## src/sv/assert_macros.svh

```systemverilog
// assertion macros included by the top level rtl file
`ifndef ASSERT_MACROS_SVH
`define ASSERT_MACROS_SVH

// property that must hold in the same cycle
`define FGLW_ASSERT_NOW(label, cond, msg) \
	label: assert property (@(posedge clk) disable iff (!arst_n) (cond)) else $error(msg);

// antecedent in one cycle implies consequent in the next
`define FGLW_ASSERT_NEXT(label, ante, cons, msg) \
	label: assert property (@(posedge clk) disable iff (!arst_n) (ante) |=> (cons)) \
		else $error(msg);

`endif

```

## src/sv/fglw_pkg.sv

```systemverilog
// types, constants and the band table of the fuel gauge wiper drive
`timescale 1ns / 1ps

package fglw_pkg;

	localparam int unsigned LEVEL_W = 14;
	localparam int unsigned AGE_W   = 24;
	localparam int unsigned PER_W   = 16;
	localparam int unsigned NUM_W   = 22;
	localparam int unsigned CIDX_W  = 3;
	localparam int unsigned CDATA_W = 24;

	localparam logic [CIDX_W-1:0] REG_LISTEN_ID    = 3'd0;
	localparam logic [CIDX_W-1:0] REG_MAP_IN_LOW   = 3'd1;
	localparam logic [CIDX_W-1:0] REG_MAP_IN_HIGH  = 3'd2;
	localparam logic [CIDX_W-1:0] REG_MAP_OUT_LOW  = 3'd3;
	localparam logic [CIDX_W-1:0] REG_MAP_OUT_HIGH = 3'd4;
	localparam logic [CIDX_W-1:0] REG_STALE_TICKS  = 3'd5;
	localparam logic [CIDX_W-1:0] REG_UPDATE_TICKS = 3'd6;

	localparam logic [10:0]        LISTEN_ID_RST    = 11'h391;
	localparam logic [7:0]         MAP_IN_LOW_RST   = 8'd0;
	localparam logic [7:0]         MAP_IN_HIGH_RST  = 8'd255;
	localparam logic [LEVEL_W-1:0] MAP_OUT_LOW_RST  = 14'd0;
	localparam logic [LEVEL_W-1:0] MAP_OUT_HIGH_RST = 14'd10000;
	localparam logic [AGE_W-1:0]   STALE_TICKS_RST  = 24'd60000;
	localparam logic [PER_W-1:0]   UPDATE_TICKS_RST = 16'd1000;
	localparam logic [LEVEL_W-1:0] FILL_LEVEL_RST   = 14'd5100;
	localparam logic [AGE_W-1:0]   AGE_MAX          = 24'hFFFFFF;

	localparam logic FUNC_FRAME = 1'b0;
	localparam logic FUNC_TICK  = 1'b1;

	typedef struct packed {
		logic tick;
		logic clr_age;
	} tick_ctl_t;

	typedef struct packed {
		logic period_end;
		logic stale;
	} tick_sts_t;

	// returns {wiper_b, wiper_a}
	function automatic logic [15:0] band_codes(input logic [LEVEL_W-1:0] lv);
		logic [15:0] r;
		if (lv < 14'd625)       r = {8'hFF, 8'hE9};
		else if (lv < 14'd1250) r = {8'hFE, 8'hF2};
		else if (lv < 14'd1875) r = {8'hFE, 8'hF5};
		else if (lv < 14'd2500) r = {8'hFD, 8'hF6};
		else if (lv < 14'd3750) r = {8'hFC, 8'hF7};
		else if (lv < 14'd5000) r = {8'hFC, 8'hFA};
		else if (lv < 14'd6250) r = {8'hFB, 8'hFB};
		else if (lv < 14'd7500) r = {8'hF8, 8'hFC};
		else if (lv < 14'd8750) r = {8'hF7, 8'hFE};
		else if (lv < 14'd9500) r = {8'hF5, 8'hFF};
		else                    r = {8'hE9, 8'hFF};
		return r;
	endfunction

endpackage

```

## src/sv/fglw_div.sv

```systemverilog
// iterative restoring divider, one quotient bit per cycle
`timescale 1ns / 1ps

module fglw_div (
	input  logic                        clk,
	input  logic                        arst_n,
	input  logic                        start,
	input  logic [fglw_pkg::NUM_W-1:0]  dividend,
	input  logic [7:0]                  divisor,
	output logic                        done,
	output logic [fglw_pkg::NUM_W-1:0]  quotient
);

	localparam int unsigned CNT_W = $clog2(fglw_pkg::NUM_W);

	logic                        busy_q;
	logic                        done_q;
	logic [CNT_W-1:0]            cnt_q;
	logic [7:0]                  rem_q;
	logic [7:0]                  dvs_q;
	logic [fglw_pkg::NUM_W-1:0]  quo_q;
	logic [8:0]                  trial;
	logic                        fits;
	logic [8:0]                  diff;

	assign trial = {rem_q, quo_q[fglw_pkg::NUM_W-1]};
	assign fits  = trial >= {1'b0, dvs_q};
	assign diff  = trial - {1'b0, dvs_q};

	always_ff @(posedge clk or negedge arst_n) begin
		if (!arst_n) begin
			busy_q <= 1'b0;
			done_q <= 1'b0;
			cnt_q  <= '0;
		end else begin
			done_q <= 1'b0;
			if (start) begin
				busy_q <= 1'b1;
				cnt_q  <= '0;
			end else if (busy_q) begin
				if (cnt_q == CNT_W'(fglw_pkg::NUM_W - 1)) begin
					busy_q <= 1'b0;
					done_q <= 1'b1;
				end
				cnt_q <= cnt_q + 1'b1;
			end
		end
	end

	always_ff @(posedge clk) begin
		if (start) begin
			rem_q <= '0;
			dvs_q <= divisor;
			quo_q <= dividend;
		end else if (busy_q) begin
			rem_q <= fits ? diff[7:0] : trial[7:0];
			quo_q <= {quo_q[fglw_pkg::NUM_W-2:0], fits};
		end
	end

	assign done     = done_q;
	assign quotient = quo_q;

endmodule

```

## src/sv/fglw_tick.sv

```systemverilog
// frame age and update period counters
`timescale 1ns / 1ps

module fglw_tick (
	input  logic                         clk,
	input  logic                         arst_n,
	input  fglw_pkg::tick_ctl_t          ctl,
	input  logic [fglw_pkg::AGE_W-1:0]   stale_ticks,
	input  logic [fglw_pkg::PER_W-1:0]   update_ticks,
	output fglw_pkg::tick_sts_t          sts
);

	logic [fglw_pkg::AGE_W-1:0] age_q;
	logic [fglw_pkg::PER_W-1:0] period_q;
	logic [fglw_pkg::AGE_W-1:0] age_next;
	logic [fglw_pkg::PER_W-1:0] period_next;
	logic [fglw_pkg::PER_W-1:0] limit;

	assign age_next    = (age_q == fglw_pkg::AGE_MAX) ? age_q : age_q + 1'b1;
	assign period_next = period_q + 1'b1;
	assign limit       = (update_ticks == '0) ? fglw_pkg::PER_W'(1) : update_ticks;

	assign sts.period_end = period_next >= limit;
	assign sts.stale      = age_next >= stale_ticks;

	always_ff @(posedge clk or negedge arst_n) begin
		if (!arst_n) begin
			age_q    <= '0;
			period_q <= '0;
		end else if (ctl.clr_age) begin
			age_q <= '0;
		end else if (ctl.tick) begin
			age_q    <= age_next;
			period_q <= sts.period_end ? '0 : period_next;
		end
	end

endmodule

```

## src/sv/fuel_gauge_level_to_wiper_drive_top.sv

```systemverilog
// top level: sequencer, configuration registers, level mapping and output register
// a tick or a frame that needs no division passes from accept through ST_EXEC and ST_OUT to the output register;
// a frame mapped by interpolation also waits in ST_DIV for the 22 steps of the divider
// one word in work at a time: s_tready is high only in ST_IDLE, and ST_OUT holds while the output stalls
// arst_n clears control, counters, level (5100) and configuration registers to their defaults
`timescale 1ns / 1ps
`include "assert_macros.svh"

module fuel_gauge_level_to_wiper_drive_top (
	input  logic        clk,
	input  logic        arst_n,
	input  logic        s_tvalid,
	output logic        s_tready,
	input  logic [23:0] s_tdata,   // frame_id[10:0], frame_byte[18:11], zero
	input  logic        s_tuser,   // func
	output logic        m_tvalid,
	input  logic        m_tready,
	output logic [31:0] m_tdata,   // level[13:0], wiper_a[21:14], wiper_b[29:22], zero
	output logic [1:0]  m_tuser,   // send_echo[0], wiper_update[1]
	input  logic        cfg_valid,
	output logic        cfg_ready,
	input  logic [fglw_pkg::CIDX_W-1:0]  cfg_index,
	input  logic [fglw_pkg::CDATA_W-1:0] cfg_data
);

	typedef enum logic [1:0] {ST_IDLE, ST_EXEC, ST_DIV, ST_OUT} state_t;

	state_t                          state_q;
	logic [10:0]                     listen_id_q;
	logic [7:0]                      in_low_q;
	logic [7:0]                      in_high_q;
	logic [fglw_pkg::LEVEL_W-1:0]    out_low_q;
	logic [fglw_pkg::LEVEL_W-1:0]    out_high_q;
	logic [fglw_pkg::AGE_W-1:0]      stale_ticks_q;
	logic [fglw_pkg::PER_W-1:0]      update_ticks_q;

	logic                            func_q;
	logic [10:0]                     id_q;
	logic [7:0]                      byte_q;
	logic [fglw_pkg::LEVEL_W-1:0]    fill_q;
	logic                            echo_q;
	logic                            upd_q;
	logic [7:0]                      wa_q;
	logic [7:0]                      wb_q;
	logic                            m_tvalid_q;
	logic [31:0]                     m_tdata_q;
	logic [1:0]                      m_tuser_q;

	logic                            below;
	logic                            above;
	logic [7:0]                      span;
	logic [7:0]                      offset;
	logic                            down;
	logic [fglw_pkg::LEVEL_W-1:0]    out_diff;
	logic [fglw_pkg::NUM_W-1:0]      product;
	logic                            id_match;
	logic                            div_start;
	logic                            div_done;
	logic [fglw_pkg::NUM_W-1:0]      div_quo;
	logic [fglw_pkg::LEVEL_W-1:0]    quo14;
	logic [fglw_pkg::LEVEL_W-1:0]    mapped;
	logic [fglw_pkg::LEVEL_W-1:0]    tick_level;
	logic [15:0]                     band;
	logic                            out_free;
	fglw_pkg::tick_ctl_t             tick_ctl;
	fglw_pkg::tick_sts_t             tick_sts;

	// configuration registers
	assign cfg_ready = 1'b1;

	always_ff @(posedge clk or negedge arst_n) begin
		if (!arst_n) begin
			listen_id_q    <= fglw_pkg::LISTEN_ID_RST;
			in_low_q       <= fglw_pkg::MAP_IN_LOW_RST;
			in_high_q      <= fglw_pkg::MAP_IN_HIGH_RST;
			out_low_q      <= fglw_pkg::MAP_OUT_LOW_RST;
			out_high_q     <= fglw_pkg::MAP_OUT_HIGH_RST;
			stale_ticks_q  <= fglw_pkg::STALE_TICKS_RST;
			update_ticks_q <= fglw_pkg::UPDATE_TICKS_RST;
		end else if (cfg_valid && cfg_ready) begin
			unique case (cfg_index)
				fglw_pkg::REG_LISTEN_ID:    listen_id_q    <= cfg_data[10:0];
				fglw_pkg::REG_MAP_IN_LOW:   in_low_q       <= cfg_data[7:0];
				fglw_pkg::REG_MAP_IN_HIGH:  in_high_q      <= cfg_data[7:0];
				fglw_pkg::REG_MAP_OUT_LOW:  out_low_q      <= cfg_data[13:0];
				fglw_pkg::REG_MAP_OUT_HIGH: out_high_q     <= cfg_data[13:0];
				fglw_pkg::REG_STALE_TICKS:  stale_ticks_q  <= cfg_data[23:0];
				fglw_pkg::REG_UPDATE_TICKS: update_ticks_q <= cfg_data[15:0];
				default: ;
			endcase
		end
	end

	// mapping datapath
	assign below    = byte_q < in_low_q;
	assign above    = byte_q > in_high_q;
	assign span     = in_high_q - in_low_q;
	assign offset   = byte_q - in_low_q;
	assign down     = out_high_q < out_low_q;
	assign out_diff = down ? out_low_q - out_high_q : out_high_q - out_low_q;
	assign product  = fglw_pkg::NUM_W'(offset * out_diff);
	assign id_match = (func_q == fglw_pkg::FUNC_FRAME) && (id_q == listen_id_q);

	assign div_start = (state_q == ST_EXEC) && id_match && !below && !above && (span != '0);

	fglw_div u_div (
		.clk      (clk),
		.arst_n   (arst_n),
		.start    (div_start),
		.dividend (product),
		.divisor  (span),
		.done     (div_done),
		.quotient (div_quo)
	);

	assign quo14  = div_quo[fglw_pkg::LEVEL_W-1:0];
	assign mapped = down ? out_low_q - quo14 : out_low_q + quo14;

	// tick counters
	assign tick_ctl.tick    = (state_q == ST_EXEC) && (func_q == fglw_pkg::FUNC_TICK);
	assign tick_ctl.clr_age = (state_q == ST_EXEC) && id_match;

	fglw_tick u_tick (
		.clk          (clk),
		.arst_n       (arst_n),
		.ctl          (tick_ctl),
		.stale_ticks  (stale_ticks_q),
		.update_ticks (update_ticks_q),
		.sts          (tick_sts)
	);

	assign tick_level = tick_sts.stale ? '0 : fill_q;
	assign band       = fglw_pkg::band_codes(tick_level);
	assign out_free   = !m_tvalid_q || m_tready;

	// sequencer
	always_ff @(posedge clk or negedge arst_n) begin
		if (!arst_n) begin
			state_q    <= ST_IDLE;
			fill_q     <= fglw_pkg::FILL_LEVEL_RST;
			m_tvalid_q <= 1'b0;
		end else begin
			if (m_tvalid_q && m_tready && (state_q != ST_OUT)) begin
				m_tvalid_q <= 1'b0;
			end
			unique case (state_q)
				ST_IDLE: begin
					if (s_tvalid) begin
						func_q  <= s_tuser;
						id_q    <= s_tdata[10:0];
						byte_q  <= s_tdata[18:11];
						state_q <= ST_EXEC;
					end
				end
				ST_EXEC: begin
					echo_q  <= 1'b0;
					upd_q   <= 1'b0;
					wa_q    <= '0;
					wb_q    <= '0;
					state_q <= ST_OUT;
					if (func_q == fglw_pkg::FUNC_TICK) begin
						if (tick_sts.period_end) begin
							fill_q <= tick_level;
							upd_q  <= 1'b1;
							wa_q   <= band[7:0];
							wb_q   <= band[15:8];
						end
					end else begin
						echo_q <= 1'b1;
						if (id_match) begin
							if (below) begin
								fill_q <= out_low_q;
							end else if (above) begin
								fill_q <= out_high_q;
							end else if (span == '0) begin
								fill_q <= out_low_q;
							end else begin
								state_q <= ST_DIV;
							end
						end
					end
				end
				ST_DIV: begin
					if (div_done) begin
						fill_q  <= mapped;
						state_q <= ST_OUT;
					end
				end
				ST_OUT: begin
					if (out_free) begin
						m_tvalid_q <= 1'b1;
						m_tdata_q  <= {2'b00, wb_q, wa_q, fill_q};
						m_tuser_q  <= {upd_q, echo_q};
						state_q    <= ST_IDLE;
					end
				end
			endcase
		end
	end

	assign s_tready = (state_q == ST_IDLE);
	assign m_tvalid = m_tvalid_q;
	assign m_tdata  = m_tdata_q;
	assign m_tuser  = m_tuser_q;

	`FGLW_ASSERT_NEXT(a_one_in_work, s_tvalid && s_tready, !s_tready, "word taken while busy")
	`FGLW_ASSERT_NOW(a_kind_excl, !m_tvalid || !(m_tuser[0] && m_tuser[1]), "echo and update both set")
	`FGLW_ASSERT_NOW(a_wiper_zero, !m_tvalid || m_tuser[1] || (m_tdata[29:14] == '0), "wiper codes without update")
	`FGLW_ASSERT_NOW(a_div_state, !div_done || (state_q == ST_DIV), "divider done outside division")

endmodule
```

## config.mk

```make
export PLATFORM = sky130hd
export DESIGN_NAME = fuel_gauge_level_to_wiper_drive_top
export DESIGN_NICKNAME = d
export VERILOG_FILES = /design/src/sv/fglw_pkg.sv /design/src/sv/fglw_div.sv /design/src/sv/fglw_tick.sv /design/src/sv/fuel_gauge_level_to_wiper_drive_top.sv
export VERILOG_INCLUDE_DIRS = /design/src /design/src/sv
export SDC_FILE = /design/constraint.sdc
export NUM_CORES = 1
export LEC_CHECK = 0
export BUFFER_PORTS_ARGS = -buffer_cell sky130_fd_sc_hd__buf_2
export CAP_MARGIN = 0
export CORE_MARGIN = 8
export CORE_UTILIZATION = 35
export CTS_CLUSTER_DIAMETER = 200
export DETAILED_ROUTE_END_ITERATION = 12
export SYNTH_ARGS = -nofsm -noshare
export SYNTH_HDL_FRONTEND = slang
export SYNTH_SLANG_ARGS = --single-unit
```

## constraint.sdc

```tcl
create_clock -name clk -period 10.43 [get_ports clk]
set_input_delay 1.043 -clock clk [delete_from_list [all_inputs] [get_ports clk]]
set_output_delay 1.043 -clock clk [all_outputs]
set_load 0.02 [all_outputs]
```

======== Yosys cells after proc, flatten, opt, wreduce, memory -nomap -nowiden ========
Cells that the tools add are included.
storage, ports and cells
  flip-flop bits (word level) ............. 267
  word-level logic and storage cells ...... 165
  output and inout port bits .............. 37
  bits of input ports ..................... 57
operators by class
  equality and inequality tests ........... 19
  $mul .................................... 1
  magnitude comparators ................... 16
  reductions and logical operators ........ 36
  muxes and demuxes ....................... 51
  $add $sub $neg .......................... 10
  bitwise operators ....................... 3
operators by type and width
  operator                                                       number
  two-way mux 14 bit                                             10
  two-way mux 13 bit                                             10
  two-way mux 24 bit                                             3
  two-way mux 22 bit                                             2
  less-than comparator 14 x 13 -> 1 bit (second input constant)  3
  subtractor 14 bit                                              3
  two-way mux 16 bit                                             2
  less-than comparator 14 x 11 -> 1 bit (second input constant)  2
  less-than comparator 14 x 12 -> 1 bit (second input constant)  2
  less-than comparator 14 bit (second input constant)            2
  case mux 14 bit (2 select lines)                               1
  adder 24 x 1 -> 24 bit (second input constant)                 1
  equality test 24 bit (second input constant)                   1
  greater-or-equal comparator 24 bit                             1
  subtractor 8 bit                                               3
  multiplier 8 x 14 -> 22 bit                                    1
  AND reduction 2 bit                                            10
  adder 16 x 1 -> 16 bit (second input constant)                 1
  greater-or-equal comparator 16 bit                             1
  zero test 16 bit                                               1
  two-way mux 1 bit                                              16
  adder 14 bit                                                   1
  less-than comparator 14 x 10 -> 1 bit (second input constant)  1
  less-than comparator 14 bit                                    1
  33 further kinds                                               57

======== Logic depth before layout (Yosys ltp) ========
  word-level depth ........................ 15
  depth in mapped cells ................... 30
  mapped depth without buffers ............ 29

======== Hierarchy ========
From an unflattened synthesis, not the netlist that was laid out.
second synthesis, totals
  cell total of the unflattened synthesis .. 2040
  area total of the unflattened synthesis .. 19636.3 sq um
modules (own cells, without submodules)
  module                               area an instance (sq um)  instances  sequential area each (sq um)  cells each
  fuel_gauge_level_to_wiper_drive_top  13585.5                   1          4653.2                        1394
  fglw_tick                            3814.9                    1          1001.0                        467
  fglw_div                             2235.9                    1          1236.2                        179

======== Worst setup path after synthesis ========
No wires, ideal clock.
  path type ............................... reg2reg
  start point ............................. reg out_low_q[1] (netlist bit)
  end point ............................... reg u_div.quo_q, in the netlist u_div.quotient[20], data pin
  cell stages (with the launch flop) ...... 27
  setup time .............................. 0.260 ns
  period minus slack after synthesis ...... 7.142 ns
  path buffers ............................ 1
  data required time ...................... 10.170 ns
  arrival ................................. 6.882 ns
  setup slack ............................. 3.288 ns
  cell sequence ........................... dfrtp_1 inv_1 fa_1 a21o_1 a221oi_4 a2111oi_4 nor2_4 buf_2 nand3b_1 o31ai_1 xor2_1 nor2_1 fa_1 fa_1 fa_1 inv_1 fa_1 inv_1 ha_1 a2111oi_0 o21ai_0 a41oi_1 o21bai_1 a31o_2 o211ai_1 xnor2_1 mux2_2
on the way
  longest elaborated chain between the ends .. 4
  elaborated cells on any way between the ends .. 6
  those cells by class .................... add/sub: 2; mul: 1; order compare: 1; mux: 2
ends and longest elaborated chain
  what                                                                     RTL line                                                                               RTL
  start: declaration                                                       fuel_gauge_level_to_wiper_drive_top.sv:32                                              logic [fglw_pkg::LEVEL_W-1:0] out_low_q;
  start signal: assignment                                                 fuel_gauge_level_to_wiper_drive_top.sv:76                                              out_low_q <= fglw_pkg::MAP_OUT_LOW_RST;
  start signal: assignment                                                 fuel_gauge_level_to_wiper_drive_top.sv:85                                              fglw_pkg::REG_MAP_OUT_LOW: out_low_q <= cfg_data[13:0];
  subtractor 14 bit / less-than comparator 14 bit (equally long branches)  fuel_gauge_level_to_wiper_drive_top.sv:100, fuel_gauge_level_to_wiper_drive_top.sv:99
  two-way mux 14 bit (*)                                                   fuel_gauge_level_to_wiper_drive_top.sv:100                                             assign out_diff = down ? out_low_q - out_high_q : out_high_q - out_low_q;
  multiplier 8 x 14 -> 22 bit (*)                                          fuel_gauge_level_to_wiper_drive_top.sv:101                                             assign product = fglw_pkg::NUM_W'(offset * out_diff);
  two-way mux 22 bit (*)                                                   fglw_div.sv:51                                                                         if (start) begin
  end signal: assignment                                                   fglw_div.sv:54                                                                         quo_q <= dividend;
  end signal: assignment                                                   fglw_div.sv:57                                                                         quo_q <= {quo_q[fglw_pkg::NUM_W-2:0], fits};
  end: declaration                                                         fglw_div.sv:21                                                                         logic [fglw_pkg::NUM_W-1:0] quo_q;
Mark *: on every way between the ends. The rest lies on a longest branch, timed or not.
A chain may end at the register's enable or synchronous reset.

======== Final worst setup path ========
Same ends and word-level chain as after synthesis.

==> key figures <==
Outcome
  – Status: finished clean

Cells and area
  – Share of layout cells above drive strength 1: 0.150
  – Layout area overhead: 11.3%
  – Most common cell after layout, fill and taps aside: inv_1
  – Final antenna diode count: 0
  – Layout net count: between 2k and 2.5k
  – Layout filler cell count: roughly 5.3k
  – Most frequent cells in the layout: inv_1, nor2_1, ha_1
  – Final instance area: between 20000 and 25000 um2

Clocking
  – CTS clk-pin slew, worst paths: roughly 0.060 ns
  – Clk buf depth: 3
  – Post-CTS Setup Bufs: 0
  – Clock buffer count from CTS: 30
  – Hold_buf cts: 0
  – Worst-skew pair later-pin latency: around 0.6 ns
  – H-tree depth: 1
  – Post-CTS sizing: 0
  – TritonCTS clock tree: built
  – Clock sinks: ~260
  – Root buffer cell: clkbuf_16

Logic synthesis
  – Post-synth EDFFs: 90
  – Syn_area_per_cell: 9.62 um2
  – Post-synth ARST share: 0.619
  – Post-synthesis register bit count: between 200 and 300
  – Seq/Total Area, Yosys: 0.362
  – Ys Warns: 0
  – Syn Inst Count: ~2.0k
  – Yosys cell types: 87
  – Main flop type after synthesis: dfrtp_1
  – Synth Cell Area: 19000 um2

Global routing
  – Largest net degree at the start of global routing: 65
  – GR met2 Demand/Resource: 0.248
  – Most Used Layer, Global Route: met2
  – Met3 Track Usage GR: 0.0251
  – First-pass GRT wire length: around 76000 um
  – Vias in the first global route: 14.2k
  – GR Overflow Total: 0
  – Antenna violations before repair: 1
  – Met1 Usage GRT: 0.200
  – GRT Total Usage: 0.148

Floorplanning
  – Initial Util: 0.353
  – Placeable Area: roughly 54000 um2
  – Std cell rows: 85
  – Full die area: between 60000 and 70000 um2
  – Die Ht: 249 um
  – Chip Width: around 250 um
  – I/O pins: 94

Timing
  – Setup-failing EPs final: 0
  – Setup TNS: 0 ns
  – Final Hold Vio Count: 0
  – Setup Skew: 0.0303 ns
  – Max Clk Rate: approximately 0.12 GHz
  – Minimum clock period: 8.22 ns
  – Worst Max-Slew Pin Slew: 1.25 ns
  – Relative slew margins: 0.159
  – Final Worst Setup Slack: 2.21 ns
  – Max-slew violations: 0
  – RSZ-0062 raised after global routing: no
  – Final clock period utilization by the worst path: 0.788

Critical path
  – CP arrival: 8.54 ns
  – CP Buf/Inv Count: 3
  – Critical Setup Path Class: register to register
  – CP top delay family: adder cells
  – CP Launch Type: register
  – CP most frequent cell: fa_1
  – WP data required: 10.75 ns
  – Worst Path Max Fanout: 15
  – Worst Setup End Kind: register
  – CP peak stage delay: about 0.73 ns
  – CP max-delay cell: xnor2_1
  – Worst-path cell chain: inv_1, fa_1, a21o_1, a221oi_4, a2111oi_4, nor2_4, mux2i_1, xnor2_1, nor2_1, fa_1, fa_1, fa_1, inv_1, fa_1, inv_1, ha_1, a2111oi_0, o21ai_0, a41oi_1, o21bai_1, a31o_2, o211ai_1, xnor2_1, mux2_2

Detailed routing
  – Drt total wl: 47200 um
  – Avg WL per Cell: ~17 um
  – Final routed DRC violation total: 0
  – Vias per inst: between 5 and 6
  – Via count: 14.3k
  – Number of DRC markers in iteration 0: between 700 and 800
  – First-pass DRT Iterations: 5
  – Routed Antenna Nets: 0

Place
  – Setup slack at placement: between 2 and 2.5 ns
  – DP Area: roughly 20000 um2
  – Final GP Congestion: roughly 0.87
  – DPL Wire Length: 36600 um
  – Buffers on Ports: 85

Job
  – Max_cap viols: 0

Worst hold path
  – Min-Delay Path Class: input pin to asynchronous set/reset pin
registers in the layout, summed over array words and instances, names as in the netlist, 6 cells and up:
signal / flops
u_tick.period_q: 16
listen_id_q: 11
in_high_q: 8
out_low_q: 14
wa_q: 6
u_div.rem_q: 8
out_high_q: 14
update_ticks_q: 16
u_tick.age_q: 24
fill_q: 14
byte_q: 8
in_low_q: 8
stale_ticks_q: 24
u_div.quotient: 22
id_q: 11
u_div.dvs_q: 8
m_tdata: 25
path summary, 6_finish.rpt:
path | slack, ns | start | cells after the start | end
max in group asynchronous | 8.21 | arst_n | 3 | out_high_q[12]$_DFFE_PN0P_
worst max register to register | 2.21 | out_low_q[1]$_DFFE_PN0P_ | 24 | u_div.quotient[20]$_DFFE_PP_
worst max-delay path | 2.21 | out_low_q[1]$_DFFE_PN0P_ | 24 | u_div.quotient[20]$_DFFE_PP_
min in group clk | 0.42 | wb_q[1]$_SDFFCE_PN0P_ | 0 | m_tdata[23]$_DFFE_PP_
worst min-delay path | 0.36 | arst_n | 1 | u_tick.age_q[19]$_DFFE_PN0P_
worst min register to register | 0.42 | wb_q[1]$_SDFFCE_PN0P_ | 0 | m_tdata[23]$_DFFE_PP_
layout make-up:
class | instances | area [um2] | area share
Clock buffer | 35 | 779 | 0.0368
Clock inverter | 21 | 245 | 0.0116
Inverter | 212 | 796 | 0.0376
Multi-Input combinational cell | 1431 | 11000 | 0.520
Sequential cell | 257 | 6890 | 0.326
Tap cell | 696 | 871 | 0.0411
Timing Repair Buffer | 105 | 582 | 0.0275
logic make-up after synthesis:
group	count (synthesis)	synth area share
AO/OA/AOI/OAI	421	0.145
XOR/XNOR	114	0.0537
adder cells (fa/ha/maj)	240	0.189
buffers and inverters	290	0.0601
flip-flops	257	0.362
multiplexers	87	0.0507
other	2	0.000395
AND/OR/NAND/NOR	566	0.139
metrics by stage:
stage	utilization	hold WS, ns	instances
after floorplan	-	0.400	1978
after global placement	0.374	0.406	2701
after detailed placement	0.374	0.405	2701
after CTS	0.393	0.356	2757
after global routing	0.393	0.370	2757
final	0.393	0.365	2757
cell usage after synthesis (18+ instances only):
library cell,count,area (um2)
a211oi_1,22,165
a21o_1,34,255
a21oi_1,77,385
and3_1,21,131
clkbuf_1,52,195
dfrtp_1,120,3000
dfstp_2,39,1020
edfxtp_1,90,2700
fa_1,78,1560
ha_1,162,2030
inv_1,210,788
mux2_2,74,833
nand2_1,153,574
nand2b_1,20,125
nand3_1,44,220
nor2_1,186,698
nor2b_1,18,113
nor3_1,36,180
o21ai_0,136,681
o31ai_1,22,165
xnor2_1,66,578
xor2_1,45,394
metal layers:
layer	wire length, um	vias up
met5	13	-
met4	876	2
met3	2020	53
met2	22300	259
met1	22000	7029
li1	-	6965
Power is not shown: default switching activity piles up to over one toggle a cycle in this logic, so the estimate is an artifact.
